### src/hw/rtl/mphp_pkg.sv
// ----------------------------------------------------------------------------
// MQTT header parser package
// Shared types, codes and helper functions for the MQTT header parser.
// ----------------------------------------------------------------------------
package mphp_pkg;

   localparam int MAX_LENGTH_BYTES = 4;
   localparam int QUEUE_DEPTH      = 2;

   localparam logic [4:0] PH_HEADER    = 5'd0;
   localparam logic [4:0] PH_REMLEN    = 5'd1;
   localparam logic [4:0] PH_PROTONAME = 5'd2;
   localparam logic [4:0] PH_VERSION   = 5'd3;
   localparam logic [4:0] PH_FLAGS     = 5'd4;
   localparam logic [4:0] PH_KEEPALIVE = 5'd5;
   localparam logic [4:0] PH_CLIENTID  = 5'd6;
   localparam logic [4:0] PH_WILLTOPIC = 5'd7;
   localparam logic [4:0] PH_WILLMSG   = 5'd8;
   localparam logic [4:0] PH_USER      = 5'd9;
   localparam logic [4:0] PH_PASS      = 5'd10;
   localparam logic [4:0] PH_CONNACK   = 5'd11;
   localparam logic [4:0] PH_TOPIC     = 5'd12;
   localparam logic [4:0] PH_MSGID     = 5'd13;

   localparam logic [3:0] TAG_HEADER = 4'd0;
   localparam logic [3:0] TAG_REMLEN = 4'd1;
   localparam logic [3:0] TAG_ERROR  = 4'd14;

   localparam logic [1:0] ERR_NONE   = 2'd0;
   localparam logic [1:0] ERR_REMLEN = 2'd1;
   localparam logic [1:0] ERR_TYPE   = 2'd2;

   localparam logic [3:0] PT_CONNECT = 4'd1;
   localparam logic [3:0] PT_CONNACK = 4'd2;
   localparam logic [3:0] PT_PUBLISH = 4'd3;
   localparam logic [3:0] PT_PUBACK  = 4'd4;
   localparam logic [3:0] PT_PUBREC  = 4'd5;
   localparam logic [3:0] PT_PUBREL  = 4'd6;
   localparam logic [3:0] PT_PUBCOMP = 4'd7;

   typedef struct packed {
      logic [3:0]  tag;
      logic [27:0] value;
      logic        is_length;
      logic        last_in_field;
      logic        packet_done;
      logic [1:0]  error_code;
   } result_type;

   // Field that follows phase p; PH_HEADER once the packet's header is done.
   function automatic logic [4:0] successor(input logic [4:0] p, input logic [7:0] flags);
      logic [4:0] n;
      n = PH_HEADER;
      case (p)
         PH_PROTONAME: n = PH_VERSION;
         PH_VERSION:   n = PH_FLAGS;
         PH_FLAGS:     n = PH_KEEPALIVE;
         PH_KEEPALIVE: n = PH_CLIENTID;
         PH_CLIENTID: begin
            if (flags[2])      n = PH_WILLTOPIC;
            else if (flags[7]) n = PH_USER;
            else if (flags[6]) n = PH_PASS;
         end
         PH_WILLTOPIC: n = PH_WILLMSG;
         PH_WILLMSG: begin
            if (flags[7])      n = PH_USER;
            else if (flags[6]) n = PH_PASS;
         end
         PH_USER: begin
            if (flags[6]) n = PH_PASS;
         end
         PH_TOPIC: n = PH_MSGID;
         default:  n = PH_HEADER;
      endcase
      return n;
   endfunction

endpackage

### src/hw/rtl/mphp_if.sv
// ----------------------------------------------------------------------------
// MQTT header parser channels
// Valid/ready channel interfaces for requests, results and the CSR write.
// ----------------------------------------------------------------------------
interface mphp_req_if;
   logic       valid;
   logic       ready;
   logic [7:0] data_byte;
   modport source (output valid, output data_byte, input ready);
   modport sink   (input valid, input data_byte, output ready);
endinterface

interface mphp_rsp_if;
   logic        valid;
   logic        ready;
   logic [3:0]  tag;
   logic [27:0] value;
   logic        is_length;
   logic        last_in_field;
   logic        packet_done;
   logic [1:0]  error_code;
   modport source (output valid, output tag, output value, output is_length,
                   output last_in_field, output packet_done, output error_code,
                   input ready);
   modport sink   (input valid, input tag, input value, input is_length,
                   input last_in_field, input packet_done, input error_code,
                   output ready);
endinterface

interface mphp_csr_if;
   logic        valid;
   logic        ready;
   logic [15:0] data;
   modport source (output valid, output data, input ready);
   modport sink   (input valid, input data, output ready);
endinterface

### src/hw/rtl/mphp_front.sv
// ----------------------------------------------------------------------------
// MQTT header parser front end
// Walks the byte stream one byte per cycle while byte_fire is high and forms the result items.
// ----------------------------------------------------------------------------
module mphp_front (
   input  logic                 clock,
   input  logic                 reset,
   input  logic                 byte_fire,
   input  logic [7:0]           data_byte,
   input  logic                 limit_we,
   input  logic [15:0]          limit_data,
   output logic                 push,
   output mphp_pkg::result_type push_item
);

   logic [15:0] limit_ff, limit_in;
   logic [4:0]  phase_ff, phase_in;
   logic [3:0]  ptype_ff, ptype_in;
   logic [7:0]  flags_ff, flags_in;
   logic [27:0] acc_ff, acc_in;
   logic [2:0]  cnt_ff, cnt_in;
   logic [15:0] pos_ff, pos_in;
   logic [15:0] slen_ff, slen_in;
   logic [7:0]  high_ff, high_in;

   logic [4:0]  next_ph;
   logic [27:0] shifted;
   logic [15:0] word;
   logic [15:0] shown;
   logic [16:0] pos_inc;
   logic        lastf;

   always_comb begin
      limit_in  = limit_we ? limit_data : limit_ff;
      phase_in  = phase_ff;
      ptype_in  = ptype_ff;
      flags_in  = flags_ff;
      acc_in    = acc_ff;
      cnt_in    = cnt_ff;
      pos_in    = pos_ff;
      slen_in   = slen_ff;
      high_in   = high_ff;
      push      = 1'b0;
      push_item = '0;
      next_ph   = mphp_pkg::successor(phase_ff, flags_ff);
      word      = {high_ff, data_byte};
      shown     = (slen_ff < limit_ff) ? slen_ff : limit_ff;
      pos_inc   = {1'b0, pos_ff} + 17'd1;
      lastf     = 1'b0;
      case (cnt_ff[1:0])
         2'd0:    shifted = {21'd0, data_byte[6:0]};
         2'd1:    shifted = {14'd0, data_byte[6:0], 7'd0};
         2'd2:    shifted = {7'd0, data_byte[6:0], 14'd0};
         default: shifted = {data_byte[6:0], 21'd0};
      endcase

      if (byte_fire) begin
         case (phase_ff)
            mphp_pkg::PH_REMLEN: begin
               acc_in = acc_ff | shifted;
               cnt_in = cnt_ff + 3'd1;
               if (data_byte[7]) begin
                  if (cnt_in == 3'(mphp_pkg::MAX_LENGTH_BYTES)) begin
                     phase_in = mphp_pkg::PH_HEADER;
                     cnt_in   = '0;
                     pos_in   = '0;
                     push     = 1'b1;
                     push_item.tag           = mphp_pkg::TAG_ERROR;
                     push_item.last_in_field = 1'b1;
                     push_item.error_code    = mphp_pkg::ERR_REMLEN;
                  end
               end else begin
                  cnt_in = '0;
                  pos_in = '0;
                  push   = 1'b1;
                  push_item.last_in_field = 1'b1;
                  case (ptype_ff)
                     mphp_pkg::PT_CONNECT: phase_in = mphp_pkg::PH_PROTONAME;
                     mphp_pkg::PT_CONNACK: phase_in = mphp_pkg::PH_CONNACK;
                     mphp_pkg::PT_PUBLISH: phase_in = mphp_pkg::PH_TOPIC;
                     mphp_pkg::PT_PUBACK, mphp_pkg::PT_PUBREC,
                     mphp_pkg::PT_PUBREL, mphp_pkg::PT_PUBCOMP:
                        phase_in = mphp_pkg::PH_MSGID;
                     default: phase_in = mphp_pkg::PH_HEADER;
                  endcase
                  if (phase_in == mphp_pkg::PH_HEADER) begin
                     push_item.tag        = mphp_pkg::TAG_ERROR;
                     push_item.value      = {24'd0, ptype_ff};
                     push_item.error_code = mphp_pkg::ERR_TYPE;
                  end else begin
                     push_item.tag   = mphp_pkg::TAG_REMLEN;
                     push_item.value = acc_in;
                  end
               end
            end
            mphp_pkg::PH_VERSION, mphp_pkg::PH_FLAGS: begin
               if (phase_ff == mphp_pkg::PH_FLAGS) begin
                  flags_in = data_byte;
               end
               next_ph  = mphp_pkg::successor(phase_ff, flags_in);
               phase_in = next_ph;
               cnt_in   = '0;
               pos_in   = '0;
               push     = 1'b1;
               push_item.tag           = phase_ff[3:0];
               push_item.value         = {20'd0, data_byte};
               push_item.last_in_field = 1'b1;
               push_item.packet_done   = (next_ph == mphp_pkg::PH_HEADER);
            end
            mphp_pkg::PH_KEEPALIVE, mphp_pkg::PH_CONNACK, mphp_pkg::PH_MSGID: begin
               if (cnt_ff == 3'd0) begin
                  high_in = data_byte;
                  cnt_in  = 3'd1;
               end else begin
                  phase_in = next_ph;
                  cnt_in   = '0;
                  pos_in   = '0;
                  push     = 1'b1;
                  push_item.tag           = phase_ff[3:0];
                  push_item.value         = {12'd0, word};
                  push_item.last_in_field = 1'b1;
                  push_item.packet_done   = (next_ph == mphp_pkg::PH_HEADER);
               end
            end
            mphp_pkg::PH_PROTONAME, mphp_pkg::PH_CLIENTID, mphp_pkg::PH_WILLTOPIC,
            mphp_pkg::PH_WILLMSG, mphp_pkg::PH_USER, mphp_pkg::PH_PASS,
            mphp_pkg::PH_TOPIC: begin
               if (cnt_ff == 3'd0) begin
                  high_in = data_byte;
                  cnt_in  = 3'd1;
               end else if (cnt_ff == 3'd1) begin
                  slen_in = word;
                  pos_in  = '0;
                  lastf   = (word == 16'd0) || (limit_ff == 16'd0);
                  if (word == 16'd0) begin
                     phase_in = next_ph;
                     cnt_in   = '0;
                  end else begin
                     cnt_in = 3'd2;
                  end
                  push = 1'b1;
                  push_item.tag           = phase_ff[3:0];
                  push_item.value         = {12'd0, word};
                  push_item.is_length     = 1'b1;
                  push_item.last_in_field = lastf;
                  push_item.packet_done   = lastf && (next_ph == mphp_pkg::PH_HEADER);
               end else begin
                  pos_in = pos_inc[15:0];
                  // Bytes beyond the limit are swallowed without a result.
                  if (pos_in >= slen_ff) begin
                     phase_in = next_ph;
                     cnt_in   = '0;
                     pos_in   = '0;
                  end
                  if (pos_ff < shown) begin
                     lastf = (pos_inc == {1'b0, shown});
                     push  = 1'b1;
                     push_item.tag           = phase_ff[3:0];
                     push_item.value         = {20'd0, data_byte};
                     push_item.last_in_field = lastf;
                     push_item.packet_done   = lastf && (next_ph == mphp_pkg::PH_HEADER);
                  end
               end
            end
            default: begin
               ptype_in = data_byte[7:4];
               flags_in = '0;
               acc_in   = '0;
               phase_in = mphp_pkg::PH_REMLEN;
               cnt_in   = '0;
               pos_in   = '0;
               push     = 1'b1;
               push_item.tag           = mphp_pkg::TAG_HEADER;
               push_item.value         = {20'd0, data_byte};
               push_item.last_in_field = 1'b1;
            end
         endcase
      end
   end

   always_ff @(posedge clock) begin
      if (reset) begin
         limit_ff <= 16'hffff;
         phase_ff <= mphp_pkg::PH_HEADER;
         ptype_ff <= '0;
         flags_ff <= '0;
         acc_ff   <= '0;
         cnt_ff   <= '0;
         pos_ff   <= '0;
         slen_ff  <= '0;
         high_ff  <= '0;
      end else begin
         limit_ff <= limit_in;
         phase_ff <= phase_in;
         ptype_ff <= ptype_in;
         flags_ff <= flags_in;
         acc_ff   <= acc_in;
         cnt_ff   <= cnt_in;
         pos_ff   <= pos_in;
         slen_ff  <= slen_in;
         high_ff  <= high_in;
      end
   end

`ifndef SYNTHESIS
   a_error_last: assert property (@(posedge clock) disable iff (reset)
      push && push_item.tag == mphp_pkg::TAG_ERROR |-> push_item.last_in_field)
      else $error("error result without last_in_field");
   a_error_resync: assert property (@(posedge clock) disable iff (reset)
      push && push_item.tag == mphp_pkg::TAG_ERROR |=> phase_ff == mphp_pkg::PH_HEADER)
      else $error("parser did not return to header wait after an error");
   a_header_then_remlen: assert property (@(posedge clock) disable iff (reset)
      push && push_item.tag == mphp_pkg::TAG_HEADER |=> phase_ff == mphp_pkg::PH_REMLEN)
      else $error("header byte not followed by remaining length phase");
`endif

endmodule

### src/hw/rtl/mphp_queue.sv
// ----------------------------------------------------------------------------
// MQTT header parser result queue
// Two-entry queue between the parser and the result channel.
// ----------------------------------------------------------------------------
module mphp_queue (
   input  logic                 clock,
   input  logic                 reset,
   input  logic                 push,
   input  mphp_pkg::result_type push_item,
   output logic                 has_room,
   output logic                 out_valid,
   input  logic                 out_ready,
   output mphp_pkg::result_type out_item
);

   mphp_pkg::result_type mem_ff [mphp_pkg::QUEUE_DEPTH];
   logic       wr_ptr_ff, wr_ptr_in;
   logic       rd_ptr_ff, rd_ptr_in;
   logic [1:0] count_ff, count_in;
   logic       pop;

   assign has_room  = (count_ff != 2'(mphp_pkg::QUEUE_DEPTH));
   assign out_valid = (count_ff != 2'd0);
   assign out_item  = mem_ff[rd_ptr_ff];
   assign pop       = out_valid && out_ready;

   always_comb begin
      wr_ptr_in = push ? ~wr_ptr_ff : wr_ptr_ff;
      rd_ptr_in = pop ? ~rd_ptr_ff : rd_ptr_ff;
      count_in  = count_ff + {1'b0, push} - {1'b0, pop};
   end

   always_ff @(posedge clock) begin
      if (reset) begin
         wr_ptr_ff <= 1'b0;
         rd_ptr_ff <= 1'b0;
         count_ff  <= '0;
      end else begin
         wr_ptr_ff <= wr_ptr_in;
         rd_ptr_ff <= rd_ptr_in;
         count_ff  <= count_in;
      end
   end

   always_ff @(posedge clock) begin
      if (push) begin
         mem_ff[wr_ptr_ff] <= push_item;
      end
   end

`ifndef SYNTHESIS
   a_no_overflow: assert property (@(posedge clock) disable iff (reset)
      push |-> has_room)
      else $error("push into a full queue");
   a_count_bound: assert property (@(posedge clock) disable iff (reset)
      count_ff <= 2'(mphp_pkg::QUEUE_DEPTH))
      else $error("queue count out of range");
   a_count_track: assert property (@(posedge clock) disable iff (reset)
      push && !pop |=> count_ff == $past(count_ff) + 2'd1)
      else $error("queue count did not follow a push");
`endif

endmodule

### src/hw/rtl/mqtt_packet_header_parser.sv
// ----------------------------------------------------------------------------
// MQTT packet header parser
// Parses MQTT fixed and variable headers from a byte stream.
// ----------------------------------------------------------------------------
// Each request carries one stream byte and gives zero or one result. The
// parser takes one request every clock cycle while the queue has room; its
// state update is combinational logic. Results pass through a two-entry
// queue, so a request is still taken while a result waits, and requests
// stall only when the result side has held off long enough to fill that
// queue. The CSR write sets the string length limit and is always ready.
module mqtt_packet_header_parser (
   input logic          clock,
   input logic          reset,
   mphp_req_if.sink     req_ch,
   mphp_rsp_if.source   rsp_ch,
   mphp_csr_if.sink     csr_ch
);

   logic                 byte_fire;
   logic                 push;
   logic                 has_room;
   mphp_pkg::result_type push_item;
   mphp_pkg::result_type out_item;

   assign req_ch.ready = has_room;
   assign byte_fire    = req_ch.valid && has_room;
   assign csr_ch.ready = 1'b1;

   mphp_front u_front (
      .clock      (clock),
      .reset      (reset),
      .byte_fire  (byte_fire),
      .data_byte  (req_ch.data_byte),
      .limit_we   (csr_ch.valid),
      .limit_data (csr_ch.data),
      .push       (push),
      .push_item  (push_item)
   );

   mphp_queue u_queue (
      .clock     (clock),
      .reset     (reset),
      .push      (push),
      .push_item (push_item),
      .has_room  (has_room),
      .out_valid (rsp_ch.valid),
      .out_ready (rsp_ch.ready),
      .out_item  (out_item)
   );

   assign rsp_ch.tag           = out_item.tag;
   assign rsp_ch.value         = out_item.value;
   assign rsp_ch.is_length     = out_item.is_length;
   assign rsp_ch.last_in_field = out_item.last_in_field;
   assign rsp_ch.packet_done   = out_item.packet_done;
   assign rsp_ch.error_code    = out_item.error_code;

endmodule
### src/flat_wrapper.sv
// flat-port wrapper written by rule: the top's interface ports become plain ports
module mqtt_packet_header_parser_flat 
  (clock, reset, req_ch_valid, req_ch_data_byte, req_ch_ready, rsp_ch_valid, rsp_ch_tag, rsp_ch_value, rsp_ch_is_length, rsp_ch_last_in_field, rsp_ch_packet_done, rsp_ch_error_code, rsp_ch_ready, csr_ch_valid, csr_ch_data, csr_ch_ready);
  mphp_req_if req_ch_i ();
  mphp_rsp_if rsp_ch_i ();
  mphp_csr_if csr_ch_i ();
  input logic clock;
  input logic reset;
  input wire logic [$bits(req_ch_i.valid)-1:0] req_ch_valid;
  input wire logic [$bits(req_ch_i.data_byte)-1:0] req_ch_data_byte;
  output wire logic [$bits(req_ch_i.ready)-1:0] req_ch_ready;
  output wire logic [$bits(rsp_ch_i.valid)-1:0] rsp_ch_valid;
  output wire logic [$bits(rsp_ch_i.tag)-1:0] rsp_ch_tag;
  output wire logic [$bits(rsp_ch_i.value)-1:0] rsp_ch_value;
  output wire logic [$bits(rsp_ch_i.is_length)-1:0] rsp_ch_is_length;
  output wire logic [$bits(rsp_ch_i.last_in_field)-1:0] rsp_ch_last_in_field;
  output wire logic [$bits(rsp_ch_i.packet_done)-1:0] rsp_ch_packet_done;
  output wire logic [$bits(rsp_ch_i.error_code)-1:0] rsp_ch_error_code;
  input wire logic [$bits(rsp_ch_i.ready)-1:0] rsp_ch_ready;
  input wire logic [$bits(csr_ch_i.valid)-1:0] csr_ch_valid;
  input wire logic [$bits(csr_ch_i.data)-1:0] csr_ch_data;
  output wire logic [$bits(csr_ch_i.ready)-1:0] csr_ch_ready;
  assign req_ch_i.valid = req_ch_valid;
  assign req_ch_i.data_byte = req_ch_data_byte;
  assign req_ch_ready = req_ch_i.ready;
  assign rsp_ch_valid = rsp_ch_i.valid;
  assign rsp_ch_tag = rsp_ch_i.tag;
  assign rsp_ch_value = rsp_ch_i.value;
  assign rsp_ch_is_length = rsp_ch_i.is_length;
  assign rsp_ch_last_in_field = rsp_ch_i.last_in_field;
  assign rsp_ch_packet_done = rsp_ch_i.packet_done;
  assign rsp_ch_error_code = rsp_ch_i.error_code;
  assign rsp_ch_i.ready = rsp_ch_ready;
  assign csr_ch_i.valid = csr_ch_valid;
  assign csr_ch_i.data = csr_ch_data;
  assign csr_ch_ready = csr_ch_i.ready;
  mqtt_packet_header_parser u_core (.clock(clock), .reset(reset), .req_ch(req_ch_i), .rsp_ch(rsp_ch_i), .csr_ch(csr_ch_i));
endmodule
### config.mk
export PLATFORM = sky130hd
export DESIGN_NAME = mqtt_packet_header_parser_flat
export DESIGN_NICKNAME = d
export VERILOG_FILES = /design/src/hw/rtl/mphp_pkg.sv /design/src/hw/rtl/mphp_if.sv /design/src/hw/rtl/mphp_front.sv /design/src/hw/rtl/mphp_queue.sv /design/src/hw/rtl/mqtt_packet_header_parser.sv /design/src/flat_wrapper.sv
export SDC_FILE = /design/constraint.sdc
export NUM_CORES = 1
export LEC_CHECK = 0
export BUFFER_PORTS_ARGS = -buffer_cell sky130_fd_sc_hd__buf_4
export CELL_PAD_IN_SITES_DETAIL_PLACEMENT = 0
export CELL_PAD_IN_SITES_GLOBAL_PLACEMENT = 1
export CORE_UTILIZATION = 28
export CTS_CLUSTER_DIAMETER = 50
export CTS_CLUSTER_SIZE = 10
export DETAILED_ROUTE_END_ITERATION = 12
export PLACE_DENSITY_LB_ADDON = 0.1
export SLEW_MARGIN = 40
export SYNTH_ARGS = -nofsm -noshare
export SYNTH_HDL_FRONTEND = slang
export SYNTH_SLANG_ARGS = --single-unit
### constraint.sdc
create_clock -name clock -period 8.81 [get_ports clock]
set_input_delay 0.4405 -clock clock [delete_from_list [all_inputs] [get_ports clock]]
set_output_delay 0.4405 -clock clock [all_outputs]
set_load 0.005 [all_outputs]
Word-level counts from Yosys, hierarchy flattened. Memories as Yosys holds them, arrays and structs flattened. A register that Yosys moved wholly into a read port is not among the register bits. Index checks and enable logic that the tools add are counted.

$add $sub $neg: 4. Magnitude comparators: 3. Reductions and logical operators: 29. Mux-type cells: 77. Bitwise gates (word level): 7. Equal/unequal tests: 32.

Operators by type and width (number): 32-bit two-way mux (4); 32-bit case mux with 4 select lines (1); 16-bit two-way mux (7); 28-bit case mux with 3 select lines (1); 5-bit two-way mux (14); 28-bit case mux with 2 select lines (1); 16-bit case mux with 3 select lines (1); 5-bit case mux with 9 select lines (1); 37-bit two-way mux (1); 4-bit case mux with 9 select lines (1); 35-bit two-way mux (1); 16-bit zero test (2); 16-bit less-than comparator (2); 5-bit by 4-bit == test with 1-bit output, second input constant (6); 28-bit two-way mux (1); 28-bit OR (1); 4-bit two-way mux (6); 8-bit two-way mux (3); 5-bit by 3-bit == test with 1-bit output, second input constant (4); 5-bit case mux with 4 select lines (1); 16-bit by 1-bit adder with 17-bit output, second input constant (1); 17-bit by 16-bit == test with 1-bit output (1); 4-bit by 3-bit == test with 1-bit output, second input constant (4); 16-bit greater-or-equal comparator (1); other kinds (40) (86).

Word-level logic and storage cells: 165. Memories: 1. Output and inout port bits: 40. Bits of input ports: 29. Register bits after elaboration: 103. RAM bits: 74.

Memory list: u_core.u_queue.mem_ff (depth 2, bits a word 37, rd ports 1, clocked after Yosys merged registers in 1, write ports 1, RTL line mphp_queue.sv:16) `mphp_pkg::result_type mem_ff [mphp_pkg::QUEUE_DEPTH];`.

Depth between registers and ports, before layout.
Depth in word-level cells: 13. Gate-level depth with buffers: 24. Gate-level depth less buffers: 23.

Cells and area by module. Synthesis repeated with hierarchy kept, for this count alone.

Cells, all modules: 1031. Area total of the unflattened synthesis: 9750.6 um2.

By module, submodules not included: mphp_front (times used 1, sequential area each 1961.9 um2, area an instance 6662.6 um2, cells an instance 890); mphp_queue (times used 1, sequential area each 2322.2 um2, area an instance 3070.4 um2, cells an instance 138); mqtt_packet_header_parser (times used 1, sequential area each 0.0 um2, area an instance 17.5 um2, cells an instance 3).

Worst setup path after synthesis. OpenSTA, ideal clock, no wires.

Path type: flip-flop to flip-flop. Start point: reg u_core.u_front.limit_ff[15]. End point: mem u_core.u_queue.mem_ff[0][0] (netlist bit), enable pin. Data arrival time: 5.017 ns. Library setup time: 0.431 ns. Path buffers: 1. Clock period less this slack: 5.448 ns. Cell stages (with the launch flop): 19. Slack: 3.362 ns. Cells stage by stage: dfxtp_1 inv_1 ha_1 nand4_1 or4_1 o32ai_1 a211o_1 buf_6 mux2i_1 ha_1 a211oi_1 nor2_1 nor3_1 a21oi_1 o21ai_0 a31oi_1 nor2_1 inv_1 nor2_1.

Word-level cells in the longest chain between the ends: 10.

RTL lines: start, declared (RTL line mphp_front.sv:16) `logic [15:0] limit_ff, limit_in;`; start signal, assigned (RTL line mphp_front.sv:193) `limit_ff <= limit_in;`; 16-bit less-than comparator (RTL line mphp_front.sv:47) `shown = (slen_ff < limit_ff) ? slen_ff : limit_ff;`; 16-bit two-way mux (*) (RTL line mphp_front.sv:47); 16-bit less-than comparator (*) (RTL line mphp_front.sv:155) `if (pos_ff < shown) begin`; 1-bit two-way mux (*) (RTL line mphp_front.sv:155); 1-bit two-way mux (*) (RTL line mphp_front.sv:131) `end else if (cnt_ff == 3'd1) begin`; 1-bit two-way mux (*) (RTL line mphp_front.sv:128) `if (cnt_ff == 3'd0) begin`; 1-bit case mux with 3 select lines (*) (RTL line mphp_front.sv:58) `case (phase_ff)`; 1-bit two-way mux (*) (RTL line mphp_front.sv:57) `if (byte_fire) begin`; 1-bit two-way mux (*) (RTL line mphp_queue.sv:46) `if (push) begin`; 1-bit two-way mux (not written as such) (*) (RTL line mphp_queue.sv:47) `mem_ff[wr_ptr_ff] <= push_item;`; end, declared (RTL line mphp_queue.sv:16).

Mark *: on every way between the ends. The rest lies on a longest branch, timed or not.

Worst setup path in the final report.
Start point: reg u_core.u_front.limit_ff[15]. End point: mem u_core.u_queue.mem_ff[0][15] (netlist bit), enable pin.

Same word-level chain as after synthesis.

==> metrics.txt <==
cells after synthesis=1007; CP bufs+invs=3; Clk pwr share=around 30%; Register Area=0.00429 mm2; number of buffers added on ports=67; vias per cell=a little under 5; setup bufs post-CTS=0; sum of negative setup slack=0 ns; Tmin final=~5.4 ns; compound-cell area share of the yosys netlist=14.3%; RSZ-0062 raised after global routing=false; register area share after synthesis=a little under half; max-cap viol count=0; YS warnings=0; H-tree Lvls=4; status=complete, no violations; switching part of the total=33.9%; fin area=0.0107 mm2; most frequent cells in the layout=nor2_1 (127), a21oi_1 (120), nand2_1 (107); Post-CTS Hold Buffers=0; reg2reg path depth=18; Slew headroom=47.9%; Internal Power=about 1.8 mW; global-route wire length before repair=around 43000 um; leak pwr=between 3 and 4 nW; clock sink count=177; Worst Skew=0.0118 ns; Hold Crit Depth=3; worst vdd ir=144 uV; Clk Latency, worst-skew pair=roughly 0.43 ns; HP Class=in2reg; Fill cells=3485; CTS tree=done; Main synth FF type=dfxtp_1; kind of cell adding the most delay to the critical path=compound AO/OA/AOI/OAI gates; clock transition at the registers of the reported paths=0.08 ns; ant diodes=0; Psw=a little over 0.9 mW; Gate power share=29.0%; most common cell after layout, fill and taps aside=nor2_1; Pre-antenna DRT Iters=4; multi-input logic area=0.00459 mm2; share of post-route cells with drive strength above 1=14.6%; synthesized area=between 0.009 and 0.01 mm2; #FFs+latches synth=177; Cell Area, Placed=0.0101 mm2; critical path fanouts, max=35; syn avg cell area=around 9.2 um2; post-CTS sizing=0; Final ANT Viol Nets=0; Max Slew Vio Count=0; Levels on crit path=18; Die Width=approximately 180 um; Initial DRC Count=between 400 and 500; crit share post-route=60.8%; EDFF count, synth=74; CTS root buffer=clkbuf_16; Mapped Nets=1091; CP startpoint kind=register; Setup CP Type=reg2reg; FMAX=about 190 MHz; # setup viols final=0; CP endpoint kind=register; final WL=27100 um; slowest stage delay, CP=about 0.54 ns; # DRC=0; worst slew pin tran=0.782 ns; Yosys cell types=54; largest family of logic cells by synthesized area=simple AND/OR/NAND/NOR gates; worst path cell trace=inv_1 -> ha_1 -> nand4_1 -> or4_1 -> o32ai_1 -> a211o_2 -> mux2i_1 -> ha_1 -> o21ai_0 -> a21oi_1 -> o41ai_1 -> a21oi_1 -> o21ai_0 -> a31oi_1 -> nor2_1 -> inv_1 -> nor2_4 -> buf_4; Core ar.=0.0325 mm2; async set-reset flop share out of synthesis=0%; WL/cell=18.2 um; Final Hold Vio Count=0; number of global-route vias before repair=~7000; XOR/XNOR Fraction of Synth Area=3.41%; CP required=8.87 ns; Worst Path Arrival=roughly 5.4 ns; adder and majority cell fraction of the synthesized area=7.45%; simple-gate share of the synthesized area=16.6%; number of vias in the routed layout=7249; Flop pwr share=41.2%; nets@finish=1123; # IOs=69; Post-DP HPWL=19400 um; total gr overflow=0; Row Count=66; RD Place Congestion=between 0.8 and 0.9; GRT Overall Usage=16.8%; Initial Util=approximately 28%; post-synthesis mux area share=7.57%; Die Ht=184 um; Worst path slowest cell=or4_1; Die ar.=0.0337 mm2; largest net degree at the start of global routing=67; Syn-to-layout area delta=16.1%; Clock Path Buffers=2; initial antenna violation count=0; PwrDens=253 mW/mm2; CTS Buf Count=17
==> synthesized netlist by cell type (all sizes together) (7+ instances only) <==
cell    instances  area share [%]
mux2           39             4.8
a22oi          11            0.89
or2             7            0.47
o21ai          32             1.7
a31oi           8            0.54
dfxtp         103              22
mux2i          26             2.8
inv            41             1.7
nor4           12            0.81
edfxtp         74              24
a21oi         120             6.5
nor2b          10            0.68
xor2            8            0.76
nand3          29             1.6
nor2          130             5.3
a21o            9            0.73
nand4          13            0.88
nand2b         10            0.68
xnor2          28             2.7
ha             55             7.4
a211oi          7            0.57
clkbuf         52             2.1
nand2         108             4.4
nor3           13            0.70
o211ai         17             1.4
==> state kept, by name (all words and copies together) (netlist names), named ones only <==
| name | count |
|---|---|
| u_core.u_queue.count_ff | 2 |
| u_core.u_queue.wr_ptr_ff | 1 |
| u_core.u_front.pos_ff | 16 |
| u_core.u_queue.mem_ff | 74 |
| u_core.u_front.high_ff | 8 |
| u_core.u_front.flags_ff | 3 |
| u_core.u_front.cnt_ff | 3 |
| u_core.u_queue.rd_ptr_ff | 1 |
| u_core.u_front.acc_ff | 28 |
| u_core.u_front.phase_ff | 4 |
| u_core.u_front.ptype_ff | 4 |
| u_core.u_front.slen_ff | 16 |
| u_core.u_front.limit_ff | 16 |
==> power groups by stage <==
stage	sequential, mW	clock [mW]	combinational [mW]
after floorplan	1.07	0	0.541
after global placement	1.14	0	0.803
after detailed placement	1.14	0	0.805
after CTS	1.12	0.833	0.809
after global routing	1.14	0.866	0.888
final	1.12	0.809	0.790
==> worst paths after layout <==
path | slack, ns | start | to
max | 3.45 | u_core.u_front.limit_ff[15]$_SDFFE_PP1P_ | u_core.u_queue.mem_ff[0][15]$_DFFE_PP_
min reg2reg | 0.47 | u_core.u_front.acc_ff[17]$_SDFFE_PP0P_ | u_core.u_front.acc_ff[17]$_SDFFE_PP0P_
min | 0.23 | csr_ch_data[2] | u_core.u_front.limit_ff[2]$_SDFFE_PP1P_
max reg2reg | 3.45 | u_core.u_front.limit_ff[15]$_SDFFE_PP1P_ | u_core.u_queue.mem_ff[0][15]$_DFFE_PP_
==> stage by stage <==
stage	setup slack (ns)	hold WS [ns]	std cells	power [mW]	utilization [%]
after global placement	3.10	0.450	1462	1.94	31.1
final	3.45	0.229	1494	2.72	33.0
after global routing	2.84	0.232	1494	2.89	33.0
after floorplan	3.36	0.437	1007	1.61	-
after detailed placement	3.14	0.455	1462	1.95	31.1
after CTS	3.06	0.212	1494	2.77	33.0
==> metal layers <==
layer,part of all wire (%),vias to the layer above,wire length (um),track usage [%]
li1,-,3620,-,-
met3,2.9,13,797,2.32
met4,0.96,0,261,3.93
met1,52,3507,14100,24.5
met2,44,109,12000,25.8
met5,0,-,0,0
==> worst reg2reg max path: cells and delay by family, from the launching register on <==
kind | cells | cell delay (ns)
AOI/OAI and AO/OA | 8 | 1.90
buffers and inverters | 3 | 0.68
adders and majority gates | 2 | 0.59
muxes | 1 | 0.33
and+or+nand+nor | 4 | 1.04
DFF | 1 | 0.37
==> cell families after synthesis <==
group                      count (synthesis)
DFF                                      177
adders and majority gates                 55
AOI/OAI and AO/OA                        224
buffers and inverters                    101
and+or+nand+nor                          348
muxes                                     65
xor gates and xnor gates                  36
other                                      1
==> cell type report <==
type	instances	area share (%)
Inverter	43	1.50
Clock inverter	12	1.60
Clock buffer	20	4.07
Tap cell	442	5.15
Sequential cell	177	40.0
Multi-Input combinational cell	729	42.7
Timing Repair Buffer	71	4.97
Power figures use the tool's default switching activity.
